**src/hdl/bba_pkg.sv**
```systemverilog
package bba_pkg;

  localparam int MAX_ORDER_DEF  = 10;
  localparam int OWNER_BITS_DEF = 16;

  localparam logic [1:0] ST_OK     = 2'd0;
  localparam logic [1:0] ST_NO_FIT = 2'd1;
  localparam logic [1:0] ST_RANGE  = 2'd2;

  typedef struct packed {
    logic        mode;
    logic [15:0] owner_id;
    logic [10:0] request_size;
    logic [9:0]  entry_index;
  } cmd_t;

  typedef struct packed {
    logic [1:0]  status;
    logic [10:0] block_total;
    logic [15:0] entry_owner;
    logic [3:0]  entry_order;
  } res_t;

  // smallest order whose block holds the requested units
  function automatic logic [3:0] round_order(input logic [10:0] units);
    logic [3:0] ord;
    ord = 4'd12;
    for (int i = 11; i >= 0; i--) begin
      if ((12'(1) << i) >= {1'b0, units}) ord = 4'(i);
    end
    return ord;
  endfunction

endpackage

```
**src/hdl/bba_cell.sv**
```systemverilog
module bba_cell import bba_pkg::*; #(
  parameter int OWN_W = OWNER_BITS_DEF
) (
  input  logic             clk,
  input  logic             shift,
  input  logic             ld,
  input  logic [3:0]       ld_order,
  input  logic [OWN_W-1:0] ld_owner,
  input  logic [3:0]       nb_order,
  input  logic [OWN_W-1:0] nb_owner,
  output logic [3:0]       order,
  output logic [OWN_W-1:0] owner
);

  always_ff @(posedge clk) begin
    if (ld) begin
      order <= ld_order;
      owner <= ld_owner;
    end else if (shift) begin
      order <= nb_order;
      owner <= nb_owner;
    end
  end

endmodule
```
**config.mk**
```make
export PLATFORM = sky130hd
export DESIGN_NAME = bba_cell
export DESIGN_NICKNAME = d
export VERILOG_FILES = /design/src/hdl/bba_pkg.sv /design/src/hdl/bba_cell.sv
export SDC_FILE = /design/constraint.sdc
export NUM_CORES = 1
export LEC_CHECK = 0
export ABC_AREA = 1
export BUFFER_PORTS_ARGS = -buffer_cell sky130_fd_sc_hd__buf_2
export CORE_UTILIZATION = 42
export DETAILED_ROUTE_END_ITERATION = 10
export PLACE_DENSITY = 0.82
export SYNTH_ARGS = -nofsm -noshare
export SYNTH_HDL_FRONTEND = slang
export SYNTH_SLANG_ARGS = --single-unit
```
**constraint.sdc**
```tcl
create_clock -name clk -period 2.44 [get_ports clk]
set_input_delay 0.244 -clock clk [delete_from_list [all_inputs] [get_ports clk]]
set_output_delay 0.244 -clock clk [all_outputs]
set_load 0.01 [all_outputs]
```
==> metrics.md <==
| Metric | Value |
|---|---|
| Pre-CTS setup slack | 1.03 ns |
| Syn Inst Count | 86 |
| CP peak stage delay | 0.48 ns |
| TritonCTS clock tree | yes |
| Largest net degree at the start of global routing | 23 |
| Sequential power share | 61.0% |
| Adder-Cell Fraction of Synth Area | 0% |
| WP data arrival | 1.04 ns |
| Critical-path cell list | buf_2 > or2_2 |
| Post-synthesis compound-gate area fraction | 0% |
| Global placer's final weighted congestion | 0.728 |
| Vias per inst | 4.45 |
| Ant diodes | 0 |
| Die Wd | 47.6 um |
| Yosys top cell by area | edfxtp_1 |
| Synth top area cells | edfxtp_1 69%, nand2_1 26%, buf_6 2.6% |
| 1st-pass router iterations | 4 |
| Status | finished clean |
| DP HPWL | 1410 um |
| CTS resizes | 0 |
| Postcts setup bufs | 0 |
| Total number of vias | 775 |
| CP Max Fanout | 22 |
| Power per cell area | 586 nW/um2 |
| Hold Crit Class | primary input to flop |
| CTS Buf Count | 3 |
| CTS sink cnt | 20 |
| Setup Total Neg Slack | 0 ns |
| Net Sw Frac | 23.6% |
| Ports | 63 |
| Final ANT Viol Nets | 0 |
| Internal | 0.538 mW |
| Commonest cells after routing, fill and taps aside | 62 x buf_2, 60 x nand2_1, 20 x edfxtp_1 |
| Initial core utilization | 44.5% |
| 1st-iter DRT viols | 17 |
| Critical path endpoint category | flop |
| Maximum capacitance violations | 0 |
| Clock transition at the registers of the reported paths | 0.10 ns |
| Port Buffers | 62 |
| Final net count | 192 |
| Final Max Slew Viols | 0 |
| Final Hold Violating Endpoints | 0 |
| Die span in y | 47.6 um |
| Flops & latches, synth | 20 |
| Worst Max-Slew Pin Slew | 0.446 ns |
| # H-tree levels | 1 |
| Ys Warns | 0 |
| Post-layout min period | 1.10 ns |
| Commonest non-fill, non-tap cell in the layout | buf_2 |
| Synth unique cells | 6 |
| Post-synth top area share | 68.8% |
| DP Area | 1180 um2 |
| Antenna violations before repair | 0 |
| Core Area | 1960 um2 |
| Switching pwr | 0.167 mW |
| Comb pwr share | 18.4% |
| Site Rows | 16 |
| First-pass GRT wire length | 2500 um |
| Critical Path Start Type | primary input |
| Vias in the first global route | 638 |
| Mapped Area | 873 um2 |
| Delay-heaviest family, CP | simple AND/OR/NAND/NOR gates |
| Drt wl/cell | 10.4 um |
| Detailed Route WL | 1820 um |
| Setup Viol. Count Final | 0 |
| Clock buffer depth | 2 |
| Synthesized Nets | 129 |
| WP data required | 2.38 ns |
| Clock Power Share | 20.6% |
| Maximum VDD drop | 0.000238 V |
| RSZ-0062 raised after global routing | false |
| Total global-route track usage | 15.8% |
| CP bufs+invs | 1 |
| Post-synthesis xor/xnor area fraction | 0% |
| Share of layout cells above drive strength 1 | 45.6% |
| GRT overflow | 0 |
| Mux cell area share after synthesis | 0% |
| Max Clk Rate | 0.909 GHz |
| Largest family of logic cells by synthesized area | simple AND/OR/NAND/NOR gates |
| Post-cts hold buffer count | 0 |
| Syn avg cell area | 10.2 um2 |
| Kind of critical path | primary input to flop |
| Max-Slew Margin vs Limit | 70.3% |
| Tcrit/Tclk final | 45.1% |
| Slowest cell on crit path | or2_2 |
| DRC | 0 |
| Post-Synth Simple-Gate Area | 26.5% |
| Root Driver | clkbuf_4 |
| Leakage | 0.648 nW |
| Seq/Total Area, Yosys | 68.8% |
| Layout area overhead | 37.7% |
| Finished Cell Area | 1200 um2 |
| Die area | 2270 um2 |
| Setup ws final | 1.34 ns |
-- cells by family (layout without fill, tap and decap cells) --
family / count (synthesis) / after routing
buf+inv: 5 / 66
flops: 20 / 20
simple gates: 61 / 61
-- power by group through the flow --
stage | Combinational, mW | Sequential, mW | Clock, mW
after detailed placement | 0.130 | 0.438 | 0
after CTS | 0.131 | 0.430 | 0.147
after floorplan | 0.0397 | 0.460 | 0
after global placement | 0.127 | 0.438 | 0
after global routing | 0.147 | 0.434 | 0.158
final | 0.129 | 0.430 | 0.145
-- cells in the mapped netlist --
library cell	count
buf_6	2
inv_2	1
edfxtp_1	20
buf_4	2
or2_2	1
nand2_1	60
-- sequential cells by signal, summed over array words and instances, names as in the netlist --
signal / count
owner: 16
order: 4
-- routing by layer --
layer	global-route usage, %	vias up	part of all wire, %	wire [um]
met5	0	-	0	0
met3	0	4	6.6	120
li1	-	395	-	-
met4	10.0	0	1.8	32
met1	20.7	343	39	713
met2	26.3	33	52	950
-- area by class of cell --
type                            count  area (um2)
Clock buffer                        3        22.5
Sequential cell                    20         601
Inverter                            1        3.75
Tap cell                           27        33.8
Fill cell                         181         759
Timing Repair Buffer               62         310
Multi-Input combinational cell     61         231
-- worst paths after layout --
kind / end / start / depth (start not counted)
worst max-delay path: owner[12] / ld / 2
worst min-delay path: order[2] / nb_order[2] / 3
-- metrics by stage --
stage / total power, mW / std cells / hold slack [ns] / util [%]
2_1_floorplan: 0.500 / 86 / 0.423 / -
6_report: 0.704 / 174 / 0.214 / 61.3
3_3_place_gp: 0.565 / 171 / 0.514 / 60.1
3_5_place_dp: 0.568 / 171 / 0.514 / 60.1
5_1_grt: 0.739 / 174 / 0.224 / 61.3
4_1_cts: 0.707 / 174 / 0.212 / 61.3
(Power assumes the default switching activity.)
